File: config.mk
export PLATFORM = sky130hd
export DESIGN_NAME = utf8_key_validator
export DESIGN_NICKNAME = d
export VERILOG_FILES = /design/src/hdl/utf8kv_pkg.sv /design/src/hdl/utf8_key_validator.sv
export SDC_FILE = /design/constraint.sdc
export NUM_CORES = 1
export LEC_CHECK = 0
export BUFFER_PORTS_ARGS = -buffer_cell sky130_fd_sc_hd__buf_2
export CORE_MARGIN = 4
export CORE_UTILIZATION = 55
export DETAILED_ROUTE_END_ITERATION = 8
export PLACE_DENSITY_LB_ADDON = 0.08
export SYNTH_ARGS = -nofsm -noshare
export SYNTH_HDL_FRONTEND = slang
export SYNTH_SLANG_ARGS = --single-unit
File: constraint.sdc
create_clock -name aclk -period 5.2 [get_ports aclk]
set_clock_uncertainty 0.1 [all_clocks]
set_input_delay 0.78 -clock aclk [delete_from_list [all_inputs] [get_ports aclk]]
set_output_delay 0.78 -clock aclk [all_outputs]
set_load 0.01 [all_outputs]
File: src/hdl/utf8kv_pkg.sv
// ----------------------------------------------------------------------------
// utf8kv_pkg
// Shared types, constants and check functions of the UTF-8 key validator.
// ----------------------------------------------------------------------------
`default_nettype none

package utf8kv_pkg;

    // Verdict codes, reported in the result transaction
    typedef enum logic [2:0] {
        REASON_OK     = 3'd0,
        REASON_EMPTY  = 3'd1,
        REASON_FIRST  = 3'd2,
        REASON_LEAD   = 3'd3,
        REASON_CONT   = 3'd4,
        REASON_RANGE  = 3'd5,
        REASON_FORBID = 3'd6,
        REASON_SPACE  = 3'd7
    } reason_t;

    localparam int unsigned BYTE_W  = 8;
    localparam int unsigned CP_W    = 21;
    localparam int unsigned M_DATA_W = 8;

    localparam logic [BYTE_W-1:0] BYTE_NUL     = 8'h00;
    localparam logic [BYTE_W-1:0] BYTE_SPACE   = 8'h20;
    localparam logic [BYTE_W-1:0] BYTE_HASH    = 8'h23;
    localparam logic [BYTE_W-1:0] BYTE_SEMI    = 8'h3B;
    localparam logic [BYTE_W-1:0] BYTE_BRACKET = 8'h5B;
    localparam logic [BYTE_W-1:0] CONT_MASK    = 8'hC0;
    localparam logic [BYTE_W-1:0] CONT_TAG     = 8'h80;

    typedef logic [CP_W-1:0] cp_t;

    // Overlong, surrogate and above-range forms, decided on the second byte
    function automatic logic out_of_range(input logic [BYTE_W-1:0] lead,
                                          input logic [BYTE_W-1:0] second);
        logic r;
        r = 1'b0;
        if (lead == 8'hE0 && second < 8'hA0) r = 1'b1;
        if (lead == 8'hED && second >= 8'hA0) r = 1'b1;
        if (lead == 8'hF0 && second < 8'h90) r = 1'b1;
        if (lead == 8'hF4 && second >= 8'h90) r = 1'b1;
        return r;
    endfunction

    // Control characters, line and paragraph separators and '='
    function automatic logic is_forbidden(input cp_t cp);
        logic r;
        r = 1'b0;
        if (cp < 21'h20) r = 1'b1;
        if (cp >= 21'h7F && cp <= 21'h9F) r = 1'b1;
        if (cp == 21'h2028 || cp == 21'h2029) r = 1'b1;
        if (cp == 21'h3D) r = 1'b1;
        return r;
    endfunction

endpackage

`default_nettype wire

File: src/hdl/utf8_key_validator.sv
// ----------------------------------------------------------------------------
// utf8_key_validator
// Streaming checker for zero-terminated keys: strict UTF-8 plus key rules.
// ----------------------------------------------------------------------------
// Usage:
//   Feed the key one byte per transaction on the s_ channel (s_tdata). A zero
//   byte ends the key; only that byte produces a result transaction on the
//   m_ channel, carrying key_ok and fail_reason. Other bytes produce nothing.
//   The verdict appears on m_tvalid in the cycle after the terminator
//   is accepted. Throughput: one byte per clock, sustained, as long as the
//   result side keeps up; the single output register lets the next key's
//   bytes stream in while a verdict is being taken.
//   The per-byte decode state (open sequence, code point, first-error latch)
//   sits in registers and is updated in the cycle a byte is accepted, so
//   each byte passes through one level of compare and shift logic only.
//   Stall: while a verdict is held in the output register and m_tready is
//   low, s_tready drops and no byte is accepted.
//   Reset (aresetn low, synchronous): the block is ready for a new key, with
//   no verdict pending and no error latched.
// ----------------------------------------------------------------------------
`default_nettype none

module utf8_key_validator (
    input  wire logic                               aclk,
    input  wire logic                               aresetn,
    // s_tdata: [7:0] key_byte
    input  wire logic                               s_tvalid,
    output logic                                    s_tready,
    input  wire logic [utf8kv_pkg::BYTE_W-1:0]      s_tdata,
    // m_tdata: [0] key_ok, [3:1] fail_reason, [7:4] zero
    output logic                                    m_tvalid,
    input  wire logic                               m_tready,
    output logic [utf8kv_pkg::M_DATA_W-1:0]         m_tdata
);
    import utf8kv_pkg::*;

    // Decode state
    logic [BYTE_W-1:0] lead_value_reg,     lead_value_next;
    logic [1:0]        bytes_left_reg,     bytes_left_next;
    logic [1:0]        seq_position_reg,   seq_position_next;
    cp_t               code_accum_reg,     code_accum_next;
    logic              at_key_start_reg,   at_key_start_next;
    logic              prev_was_space_reg, prev_was_space_next;
    reason_t           latched_error_reg,  latched_error_next;

    // Result register
    logic              m_valid_reg,  m_valid_next;
    logic              key_ok_reg,   key_ok_next;
    reason_t           reason_reg,   reason_next;

    logic              s_accept;
    logic              is_term;
    reason_t           verdict;
    cp_t               cp;
    cp_t               accum_shifted;
    logic              char_done;

    // The output register frees up when its content is taken
    assign s_tready = !m_valid_reg || m_tready;
    assign s_accept = s_tvalid && s_tready;
    assign is_term  = (s_tdata == BYTE_NUL);

    assign accum_shifted = {code_accum_reg[CP_W-7:0], s_tdata[5:0]};

    // Verdict for the terminator: first latched error wins
    always_comb begin
        verdict = latched_error_reg;
        if (latched_error_reg == REASON_OK) begin
            if (at_key_start_reg) verdict = REASON_EMPTY;
            else if (bytes_left_reg != 2'd0) verdict = REASON_CONT;
            else if (prev_was_space_reg) verdict = REASON_SPACE;
            else verdict = REASON_OK;
        end
    end

    always_comb begin
        lead_value_next     = lead_value_reg;
        bytes_left_next     = bytes_left_reg;
        seq_position_next   = seq_position_reg;
        code_accum_next     = code_accum_reg;
        at_key_start_next   = at_key_start_reg;
        prev_was_space_next = prev_was_space_reg;
        latched_error_next  = latched_error_reg;
        m_valid_next        = m_valid_reg && !m_tready;
        key_ok_next         = key_ok_reg;
        reason_next         = reason_reg;
        cp                  = cp_t'(s_tdata);
        char_done           = 1'b0;

        if (s_accept) begin
            if (is_term) begin
                // Emit the verdict and return to the start of a key
                m_valid_next        = 1'b1;
                key_ok_next         = (verdict == REASON_OK);
                reason_next         = verdict;
                lead_value_next     = '0;
                bytes_left_next     = 2'd0;
                seq_position_next   = 2'd0;
                code_accum_next     = '0;
                at_key_start_next   = 1'b1;
                prev_was_space_next = 1'b0;
                latched_error_next  = REASON_OK;
            end else begin
                at_key_start_next = 1'b0;
                if (latched_error_reg == REASON_OK) begin
                    if (bytes_left_reg == 2'd0) begin
                        if (at_key_start_reg && (s_tdata inside
                                {BYTE_SPACE, BYTE_HASH, BYTE_SEMI, BYTE_BRACKET})) begin
                            latched_error_next = REASON_FIRST;
                        end else if (s_tdata inside {[8'h01:8'h7F]}) begin
                            char_done = 1'b1;
                        end else if (s_tdata inside {[8'hC2:8'hDF]}) begin
                            lead_value_next   = s_tdata;
                            code_accum_next   = cp_t'(s_tdata[4:0]);
                            bytes_left_next   = 2'd1;
                            seq_position_next = 2'd1;
                        end else if (s_tdata inside {[8'hE0:8'hEF]}) begin
                            lead_value_next   = s_tdata;
                            code_accum_next   = cp_t'(s_tdata[3:0]);
                            bytes_left_next   = 2'd2;
                            seq_position_next = 2'd1;
                        end else if (s_tdata inside {[8'hF0:8'hF4]}) begin
                            lead_value_next   = s_tdata;
                            code_accum_next   = cp_t'(s_tdata[2:0]);
                            bytes_left_next   = 2'd3;
                            seq_position_next = 2'd1;
                        end else begin
                            latched_error_next = REASON_LEAD;
                        end
                    end else begin
                        if ((s_tdata & CONT_MASK) != CONT_TAG) begin
                            latched_error_next = REASON_CONT;
                        end else if (seq_position_reg == 2'd1 &&
                                     out_of_range(lead_value_reg, s_tdata)) begin
                            latched_error_next = REASON_RANGE;
                        end else begin
                            code_accum_next   = accum_shifted;
                            bytes_left_next   = bytes_left_reg - 2'd1;
                            seq_position_next = seq_position_reg + 2'd1;
                            cp                = accum_shifted;
                            char_done         = (bytes_left_reg == 2'd1);
                        end
                    end

                    // Close a finished character and apply the character rules
                    if (char_done) begin
                        seq_position_next = 2'd0;
                        if (is_forbidden(cp)) begin
                            latched_error_next = REASON_FORBID;
                        end else begin
                            prev_was_space_next = (cp == cp_t'(BYTE_SPACE));
                        end
                    end
                end
            end
        end
    end

    always_ff @(posedge aclk) begin
        if (!aresetn) begin
            lead_value_reg     <= '0;
            bytes_left_reg     <= 2'd0;
            seq_position_reg   <= 2'd0;
            code_accum_reg     <= '0;
            at_key_start_reg   <= 1'b1;
            prev_was_space_reg <= 1'b0;
            latched_error_reg  <= REASON_OK;
            m_valid_reg        <= 1'b0;
        end else begin
            lead_value_reg     <= lead_value_next;
            bytes_left_reg     <= bytes_left_next;
            seq_position_reg   <= seq_position_next;
            code_accum_reg     <= code_accum_next;
            at_key_start_reg   <= at_key_start_next;
            prev_was_space_reg <= prev_was_space_next;
            latched_error_reg  <= latched_error_next;
            m_valid_reg        <= m_valid_next;
        end
    end

    // Result payload needs no reset
    always_ff @(posedge aclk) begin
        key_ok_reg <= key_ok_next;
        reason_reg <= reason_next;
    end

    assign m_tvalid = m_valid_reg;
    assign m_tdata  = {(M_DATA_W-4)'(0), reason_reg, key_ok_reg};

    // A terminator always leaves the decoder at the start of a clean key
    assert property (@(posedge aclk) disable iff (!aresetn)
        (s_accept && is_term) |=> (at_key_start_reg && latched_error_reg == REASON_OK
                                   && bytes_left_reg == 2'd0))
        else $error("decode state not cleared after terminator");

    // key_ok and fail_reason must agree
    assert property (@(posedge aclk) disable iff (!aresetn)
        m_valid_reg |-> (key_ok_reg == (reason_reg == REASON_OK)))
        else $error("key_ok disagrees with fail_reason");

    // An open sequence always has a position inside it
    assert property (@(posedge aclk) disable iff (!aresetn)
        (bytes_left_reg != 2'd0) |-> (seq_position_reg != 2'd0))
        else $error("open sequence without position");

    // The first error holds until the key ends
    assert property (@(posedge aclk) disable iff (!aresetn)
        (latched_error_reg != REASON_OK && !(s_accept && is_term))
            |=> $stable(latched_error_reg))
        else $error("latched error overwritten inside a key");

    // A verdict is only produced by an accepted terminator
    assert property (@(posedge aclk) disable iff (!aresetn)
        $rose(m_valid_reg) |-> $past(s_accept && is_term))
        else $error("result without terminator");

endmodule

`default_nettype wire
==> results of run 1 <==
## area by class of cell
| type | instances | share of cell area |
|---|---|---|
| clock buffer | 8 | 0.0401 |
| tap | 48 | 0.0267 |
| inverter | 6 | 0.0100 |
| multi-input combinational | 202 | 0.538 |
| sequential | 37 | 0.348 |
| timing repair buffer | 17 | 0.0379 |
## layer usage
layer  vias up  part of all wire
li1        942                 -
met4         0             0.015
met2        54              0.44
met5         -                 0
met3         7             0.063
met1       864              0.48
## layout by cell type (no fill, tap or decap), types with 2 or more instances in the layout
master    count
mux2i_1      16
edfxtp_1      4
nand4b_1      3
nand2_1      56
nor3_1       11
o21a_1        2
nand3b_1      2
conb_1        4
a211o_1       3
and2_1        3
dfxtp_1      33
nor4_1        5
clkbuf_8      6
or3_1         3
a32oi_1       2
o22ai_1       2
or2_2         2
clkbuf_1      2
o21ai_0      11
inv_1         6
nor2_1       13
nor3b_1       2
a21boi_0      7
nand2b_1      5
buf_2        17
o21ai_1       3
nand4_1       4
a31oi_1       3
xnor2_1       2
nand3_1       7
o211ai_1      3
nor2b_1       2
a21oi_1       8
## metrics by stage
| step | total power, W | hold slack (ps) | util | setup slack (ps) | cells |
|---|---|---|---|---|---|
| 3_3_place_gp | 0.000411 | 342 | 0.584 | 1750 | 310 |
| 3_5_place_dp | 0.000411 | 351 | 0.584 | 1710 | 310 |
| 5_1_grt | 0.000641 | 389 | 0.609 | 1790 | 318 |
| 4_1_cts | 0.000614 | 361 | 0.609 | 2020 | 318 |
| 2_1_floorplan | 0.000391 | 334 | - | 2300 | 265 |
| 6_report | 0.000612 | 359 | 0.609 | 2010 | 318 |
## synthesized netlist by cell type, types with 2 or more instances
cell	number	area [sq um]
nand2_1	56	210
mux2i_1	16	160
or2_2	2	12.5
a21oi_1	8	40.0
nor2b_1	2	12.5
clkbuf_1	11	41.3
a21boi_0	7	52.6
nand4b_1	3	26.3
nand3_1	7	35.0
o21ai_1	3	15.0
buf_4	6	45.0
o21ai_0	11	55.1
a32oi_1	2	17.5
xnor2_1	2	17.5
a211o_1	3	26.3
a31oi_1	3	18.8
nand3b_1	2	15.0
inv_1	6	22.5
nor3b_1	2	15.0
and2_1	3	18.8
nor3_1	11	55.1
nor2_1	13	48.8
nand2b_1	5	31.3
o211ai_1	3	22.5
edfxtp_1	4	120
nor4_1	5	31.3
dfxtp_1	33	661
o22ai_1	2	12.5
or3_1	3	18.8
o21a_1	2	15.0
nand4_1	4	25.0
## critical path, cell delays in order
cell	delay, ps
buf_2	230
a211o_1	180
a2111oi_4	80
a22oi_2	420
and2_1	260
o21ai_0	120
a21oi_2	920
a31oi_1	210
## kinds of logic (layout without fill, tap and decap cells)
kind of cell | count (synthesis) | after routing | share of synthesized area
buf+inv | 26 | 31 | 0.0612
mux | 16 | 16 | 0.0761
other cells | 1 | 4 | 0.00178
compound gates | 57 | 57 | 0.195
fa+ha+maj | 1 | 1 | 0.00594
xor+xnor | 2 | 2 | 0.00832
flops | 37 | 37 | 0.371
simple gates | 122 | 122 | 0.281
## where the power goes
group | internal, W | switching, W
clock | 0.000108 | 0.0000978
combinational | 0.0000379 | 0.0000601
sequential | 0.000298 | 0.00000981
## path summary, 6_finish.rpt
check | start | to | cells after the start
max reg2reg | seq_position_reg[1]$_SDFFE_PN0P_ | bytes_left_reg[1]$_SDFFE_PN0P_ | 9
max | s_tdata[5] | bytes_left_reg[1]$_SDFFE_PN0P_ | 8
min | seq_position_reg[1]$_SDFFE_PN0P_ | seq_position_reg[1]$_SDFFE_PN0P_ | 2
min reg2reg | seq_position_reg[1]$_SDFFE_PN0P_ | seq_position_reg[1]$_SDFFE_PN0P_ | 2
==> flow_summary.json, run 1 <==
{
  "hold_class": "flop to flop",
  "gr-usage-all-layers": 0.206,
  "post-cts-setup-buffer-count": 0,
  "grt-busiest-layer": "met1",
  "period_needed_ps": 3190,
  "boundaryPins": 22,
  "die_width_um": 69.9,
  "drive_above_1_share": 0.115,
  "num_antenna_cells": 0,
  "path_max_fanout": 17,
  "fmax_ghz": 0.314,
  "postSynth.asyncResetShare": 0,
  "cts_tree": "yes",
  "slew_headroom": 0.202,
  "grt_pass1_wl_um": 8280,
  "cellPowerDensity_nw_per_um2": 273,
  "yosys.cell_types.count": 53,
  "cts_max_level": 2,
  "ctsResizeCount": 0,
  "synth_edf_count": 4,
  "worstSkewPairLatency_ps": 290,
  "crit_required_ps": 5220,
  "setup_viol": 0,
  "use_met2": 0.299,
  "wl_um": 4700,
  "final_max_slew_viol_count": 0,
  "vias": 1867,
  "clock-sinks": 37,
  "cts_buffer_depth": 2,
  "final.setup.tns_ps": 0,
  "finalCritPeriodShare": 0.613,
  "worst_slew_pin_slew_ps": 1200,
  "drc": 0,
  "drt_iter0_markers": 158,
  "io_buffer_count": 17,
  "ir_worst_vdd_mv": 0.197,
  "core_area_sq_um": 3690,
  "cts.clk_slew.worst_paths_ps": 70,
  "ys.flop_type": "dfxtp_1",
  "rsz0062_at_grt": "no",
  "hold_viol": 0,
  "r2r_slack_ps": 2310,
  "rows": 22,
  "nNetsFinal": 282,
  "regArea_sq_um": 781,
  "yosys_warnings": 0,
  "end_kind": "flop",
  "area_growth_syn_to_layout_pct": 6.65,
  "synthCells": 262,
  "grtUsageMet3": 0.0460,
  "cts-root-buf": "clkbuf_8",
  "final_area_sq_um": 2250,
  "status": "finished, final reports clean",
  "synth.avg_cell_area_sq_um": 8.04,
  "syn_area_sq_um": 2110,
  "grt_overflow": 0,
  "grt_util_met1": 0.303,
  "ys_seq_area_frac": 0.371,
  "die_y_um": 69.9,
  "cts_hold_buf": 0,
  "p_leak_nw": 0.769,
  "gp_congestion": 0.872,
  "grt_pass1_vias": 1707,
  "grt_max_degree": 39,
  "postRouteAntennaNets": 0,
  "initial_core_util": 0.571,
  "worst-setup-path-type": "input port to flop",
  "dp_hpwl_um": 3330,
  "ys_seq_elements": 37,
  "place_area_sq_um": 2160,
  "cp-start-kind": "input port",
  "max-cap-violations": 0,
  "die_area_sq_um": 4880,
  "wl_per_cell_um": 14.8,
  "numCtsBuffers": 5,
  "dr.pass1.iters": 5,
  "viasPerCell": 5.87,
  "antenna_found_initial": 0,
  "largest_register_ffs": 15,
  "cp.arrival_ps": 3210,
  "multi_input_area_sq_um": 1210,
  "fillers": 337
}
(Power assumes the default switching activity.)
==> run 2, diff against run 1 <==
--- a/config.mk
+++ b/config.mk
@@ -5,6 +5,7 @@
 export SDC_FILE = /design/constraint.sdc
 export NUM_CORES = 1
 export LEC_CHECK = 0
+export ABC_AREA = 1
 export BUFFER_PORTS_ARGS = -buffer_cell sky130_fd_sc_hd__buf_2
 export CORE_MARGIN = 4
 export CORE_UTILIZATION = 55
==> constraint.sdc (replaced) <==
create_clock -name aclk -period 3.2 [get_ports aclk]
set_clock_uncertainty 0.1 [all_clocks]
set_input_delay 0.48 -clock aclk [delete_from_list [all_inputs] [get_ports aclk]]
set_output_delay 0.48 -clock aclk [all_outputs]
set_load 0.01 [all_outputs]
==> flow_summary.json, run 2 <==
{
  "status": "finished, final reports clean",
  "ctsResizeCount": 0,
  "cp-start-kind": "input port",
  "netlist.area_leader.share": 0.309,
  "end_kind": "flop",
  "rows": 22,
  "cp.arrival_ps": 2450,
  "max-cap-violations": 0,
  "worst_slew_pin_slew_ps": 928,
  "cts_max_level": 2,
  "clock-sinks": 37,
  "grt_pass1_wl_um": 8360,
  "nNetsFinal": 341,
  "cts_tree": "yes",
  "drive_above_1_share": 0.171,
  "grt_overflow": 0,
  "grt_max_degree": 20,
  "wl_per_cell_um": 12.9,
  "wl_um": 4840,
  "finalCritPeriodShare": 0.742,
  "ys_seq_elements": 37,
  "die_area_sq_um": 4950,
  "numCtsBuffers": 5,
  "netlist_top_cells_area": "dfxtp_1 31%, nand2_1 13%, a21oi_1 7.3%",
  "period_needed_ps": 2370,
  "initial_core_util": 0.575,
  "cts_buffer_depth": 2,
  "vias": 1983,
  "clkPwrFrac": 0.251,
  "syn_area_sq_um": 2140,
  "yosys_warnings": 0,
  "largest_register_ffs": 15,
  "cts-root-buf": "clkbuf_8",
  "die_width_um": 70.4,
  "dp_hpwl_um": 3760,
  "final_util": 0.620,
  "gp_congestion": 0.937,
  "io_buffer_count": 17,
  "synthCells": 312,
  "rsz0062_at_grt": "no",
  "viasPerCell": 5.27,
  "cts.clk_slew.worst_paths_ps": 70,
  "boundaryPins": 22,
  "final_max_slew_viol_count": 0,
  "postSynth.asyncResetShare": 0,
  "drt_iter0_markers": 87,
  "fillers": 366,
  "dr.pass1.iters": 4,
  "ys_seq_area_frac": 0.365,
  "fmax_ghz": 0.421,
  "worstSkewPairLatency_ps": 290,
  "p_switching_w": 0.000460,
  "ir_worst_vdd_mv": 0.316,
  "layout_common_cells": "72 x nand2_1, 38 x nor2_1, 33 x dfxtp_1, 31 x a21oi_1, 28 x inv_1",
  "p_int_w": 0.000820,
  "synth.avg_cell_area_sq_um": 6.85,
  "setup_viol": 0,
  "crit_chain": "buf_2 -> inv_2 -> nand4_2 -> nor2_4 -> nor2_1 -> nand2_1 -> nand2_4 -> clkinv_4 -> o21ai_1 -> a21oi_1",
  "synth.largest_area_cell": "dfxtp_1",
  "yosys.cell_types.count": 42,
  "seqPwrFrac": 0.442,
  "cpPeakStageDelay_ps": 700,
  "post-cts-setup-buffer-count": 0,
  "die_y_um": 70.4,
  "antenna_found_initial": 0,
  "hold_class": "flop to flop",
  "postRouteAntennaNets": 0,
  "hold_viol": 0,
  "hold_slack_ps": 358,
  "p_total_w": 0.00128,
  "area_growth_syn_to_layout_pct": 7.67,
  "swShare": 0.359,
  "worst-setup-path-type": "input port to flop",
  "p_leak_nw": 0.992,
  "critPathSlowestCell": "nor2_1",
  "synth_edf_count": 4,
  "grt_pass1_vias": 1856,
  "crit_required_ps": 3270,
  "synth.most_common_cell": "nand2_1",
  "gr-usage-all-layers": 0.209,
  "combPwrFrac": 0.307,
  "drc": 0,
  "core_area_sq_um": 3720,
  "final_area_sq_um": 2300,
  "num_antenna_cells": 0,
  "synth_commonest_cells": "72 x nand2_1, 38 x nor2_1, 33 x dfxtp_1",
  "slew_headroom": 0.379,
  "final.setup.tns_ps": 0,
  "final_common_cell": "nand2_1",
  "place_area_sq_um": 2220,
  "cellPowerDensity_nw_per_um2": 556,
  "cts_hold_buf": 0,
  "path_max_fanout": 19,
  "ys.flop_type": "dfxtp_1"
}
[run 2: changes by cell type after synthesis, sizes merged, moves of 10 or more]
| cell | previous run | this run |
|---|---|---|
| a21oi | 9 | 36 |
| clkbuf | 11 | 1 |
| inv | 6 | 37 |
| mux2i | 16 | 0 |
| nand2 | 56 | 76 |
| nand3 | 7 | 25 |
| nor2 | 13 | 43 |
[run 2: worst paths after layout]
| path | startpoint | end | slack, ps | cells past startpoint |
|---|---|---|---|---|
| max | s_tdata[5] | bytes_left_reg[0]$_SDFFE_PN0P_ | 830 | 10 |
| min | at_key_start_reg$_SDFFE_PN1P_ | at_key_start_reg$_SDFFE_PN1P_ | 360 | 2 |
| max reg2reg | bytes_left_reg[0]$_SDFFE_PN0P_ | bytes_left_reg[0]$_SDFFE_PN0P_ | 920 | 7 |
| min reg2reg | at_key_start_reg$_SDFFE_PN1P_ | at_key_start_reg$_SDFFE_PN1P_ | 360 | 2 |
[run 2: kinds of logic (layout without fill, tap and decap cells)]
group	after synthesis	count (layout)	synth area share
simple gates	160	160	0.354
compound gates	61	61	0.158
buf+inv	51	64	0.111
flops	37	37	0.365
fa+ha+maj	1	1	0.00585
other cells	1	4	0.00175
xor+xnor	1	1	0.00410
[run 2: layer usage]
layer  global-route usage  part of all wire  up-vias
li1                     -                 -     1042
met4               0.0617             0.014        0
met3               0.0489             0.052        7
met5                    0                 0        -
met1                0.271              0.46      890
met2                0.343              0.47       44
[run 2: through the flow]
stage          setup slack [ps]  std cells
2_1_floorplan              1170        315
3_3_place_gp                596        369
3_5_place_dp                538        369
4_1_cts                     843        376
5_1_grt                     607        376
6_report                    826        376
[run 2: critical path: cells and delay by family]
kind            cells  cell delay (ps)
buf+inv             3              440
simple gates        5             1310
compound gates      2              210
[run 2: area by class of cell]
type / count / area, sq um / area share
Multi-Input combinational cell: 227 / 1130 / 0.491
Clock buffer: 7 / 86.3 / 0.0375
Sequential cell: 37 / 781 / 0.339
Timing Repair Buffer: 18 / 92.6 / 0.0402
Inverter: 39 / 151 / 0.0658
Tap cell: 48 / 60.1 / 0.0261
[run 2: power groups by stage]
stage | logic [W] | registers (W) | clock network [W]
floorplan | 0.000328 | 0.000563 | 0
global placement | 0.000387 | 0.000575 | 0
detailed placement | 0.000389 | 0.000575 | 0
CTS | 0.000391 | 0.000565 | 0.000327
global route | 0.000449 | 0.000573 | 0.000347
finish | 0.000393 | 0.000565 | 0.000321
==> run 3, diff against run 2 <==
--- a/config.mk
+++ b/config.mk
@@ -5,7 +5,7 @@
 export SDC_FILE = /design/constraint.sdc
 export NUM_CORES = 1
 export LEC_CHECK = 0
-export ABC_AREA = 1
+export ABC_AREA = 0
 export BUFFER_PORTS_ARGS = -buffer_cell sky130_fd_sc_hd__buf_2
 export CORE_MARGIN = 4
 export CORE_UTILIZATION = 55
==> constraint.sdc (replaced) <==
create_clock -name aclk -period 2.4 [get_ports aclk]
set_clock_uncertainty 0.1 [all_clocks]
set_input_delay 0.36 -clock aclk [delete_from_list [all_inputs] [get_ports aclk]]
set_output_delay 0.36 -clock aclk [all_outputs]
set_load 0.01 [all_outputs]
==> flow_summary.json, run 3 (synthesis results as in run 1) <==
{
  "p_total_w": 0.00147,
  "p_int_w": 0.00108,
  "cts.clk_slew.worst_paths_ps": 70,
  "num_antenna_cells": 0,
  "ctsResizeCount": 0,
  "cts_max_level": 2,
  "final_area_sq_um": 2410,
  "cts_hold_buf": 0,
  "rows": 22,
  "status": "finished, final reports clean",
  "gp_congestion": 0.915,
  "dp_hpwl_um": 3720,
  "viasPerCell": 5.77,
  "p_switching_w": 0.000383,
  "worstHoldEndpoint": "code_accum_reg[2]$_SDFFE_PN0P_",
  "vias": 1917,
  "die_width_um": 69.9,
  "final_max_slew_viol_count": 0,
  "grt_overflow": 0,
  "worst-setup-path-type": "flop to flop",
  "r2r_end": "latched_error_reg[1]$_SDFFE_PN0P_",
  "drt_iter0_markers": 143,
  "die_y_um": 69.9,
  "wl_um": 5080,
  "grt_max_degree": 37,
  "fillers": 332,
  "layout_common_cells": "56 x nand2_1, 33 x dfxtp_1, 17 x buf_2, 16 x mux2i_1",
  "gr-usage-all-layers": 0.220,
  "end_kind": "flop",
  "cts_tree": "yes",
  "area_growth_syn_to_layout_pct": 14.3,
  "worstHoldPathCells": 3,
  "cp.arrival_ps": 2430,
  "grt_pass1_vias": 1856,
  "finalCritPeriodShare": 0.956,
  "crit_required_ps": 2530,
  "io_buffer_count": 17,
  "nNetsFinal": 296,
  "rr_worst_depth": 7,
  "rsz0062_at_grt": "no",
  "cts_buffer_depth": 2,
  "grt_pass1_wl_um": 8740,
  "postRouteAntennaNets": 0,
  "cellPowerDensity_nw_per_um2": 609,
  "ir_worst_vdd_mv": 0.400,
  "dp.cells": 324,
  "period_needed_ps": 2290,
  "post-cts-setup-buffer-count": 0,
  "r2r_slack_ps": 110,
  "setup_ws_ps": 105,
  "min_from": "s_tdata[2]",
  "numCtsBuffers": 5,
  "place_area_sq_um": 2270,
  "clock-sinks": 37,
  "core_area_sq_um": 3690,
  "path_max_fanout": 4,
  "detailedPlace.worstSlack_ps": -34.8,
  "seqPwrFrac": 0.455,
  "fmax_ghz": 0.436,
  "boundaryPins": 22,
  "hold_slack_ps": 292,
  "setup_viol": 0,
  "slew_headroom": 0.568,
  "dr.pass1.iters": 4,
  "fin_cells": 332,
  "hold_class": "input port to flop",
  "worst_slew_pin_slew_ps": 646,
  "drc": 0,
  "largest_register_ffs": 15,
  "die_area_sq_um": 4880,
  "clkPwrFrac": 0.382,
  "p_leak_nw": 0.853,
  "hold_viol": 0,
  "antenna_found_initial": 0,
  "initial_core_util": 0.571,
  "cts-root-buf": "clkbuf_8",
  "r2r_start": "lead_value_reg[4]$_SDFFE_PN0P_",
  "wl_per_cell_um": 15.3,
  "final_common_cell": "nand2_1",
  "cp-start-kind": "flop",
  "drive_above_1_share": 0.173,
  "combPwrFrac": 0.162,
  "worstSkewPairLatency_ps": 290,
  "swShare": 0.261,
  "max-cap-violations": 0
}
-- run 3: how the worst max path moves through the flow --
stage	startpoint	endpoint	slack, ps	depth (start not counted)
2_1_floorplan	s_tdata[5]	bytes_left_reg[0]$_SDFFE_PN0P_	30	9
3_3_place_gp	s_tdata[5]	seq_position_reg[0]$_SDFFE_PN0P_	40	9
3_5_place_dp	s_tdata[4]	seq_position_reg[0]$_SDFFE_PN0P_	-30	10
4_1_cts	lead_value_reg[4]$_SDFFE_PN0P_	seq_position_reg[0]$_SDFFE_PN0P_	90	8
5_1_grt	lead_value_reg[4]$_SDFFE_PN0P_	latched_error_reg[2]$_SDFFE_PN0P_	10	7
6_report	lead_value_reg[4]$_SDFFE_PN0P_	latched_error_reg[1]$_SDFFE_PN0P_	110	7
-- run 3: area by class of cell --
class	instances	area, sq um	share of cell area
Clock buffer	6	82.6	0.0343
Clock inverter	2	37.5	0.0156
Inverter	6	22.5	0.00936
Multi-Input combinational cell	202	1220	0.507
Sequential cell	37	781	0.324
Tap cell	48	60.1	0.0249
Timing Repair Buffer	31	203	0.0842
-- run 3: per-stage QoR --
step                      TNS, ps   util
final                           0  0.653
after global routing            0  0.653
after CTS                       0  0.649
after detailed placement    -34.8  0.616
after global placement          0  0.616
after floorplan                 0      -
-- run 3: per-layer routing --
metal / GRT usage / up-vias / wire [um]
li1: - / 973 / -
met1: 0.283 / 893 / 2320
met5: 0 / - / 0
met2: 0.365 / 42 / 2400
met4: 0.0723 / 0 / 78
met3: 0.0475 / 9 / 284
-- run 3: power by group through the flow --
stage	logic, W	clock network (W)	registers (W)
global placement	0.000229	0	0.000681
CTS	0.000233	0.000577	0.000667
floorplan	0.000174	0	0.000675
finish	0.000238	0.000561	0.000668
detailed placement	0.000231	0	0.000681
global route	0.000264	0.000603	0.000671
-- run 3: critical path, stage by stage (launching register included) --
cell	delay, ps
dfxtp_1	360
a211o_1	300
a2111oi_4	370
a22oi_2	150
a311o_1	270
and3_1	180
o32a_1	380
o21ai_1	130
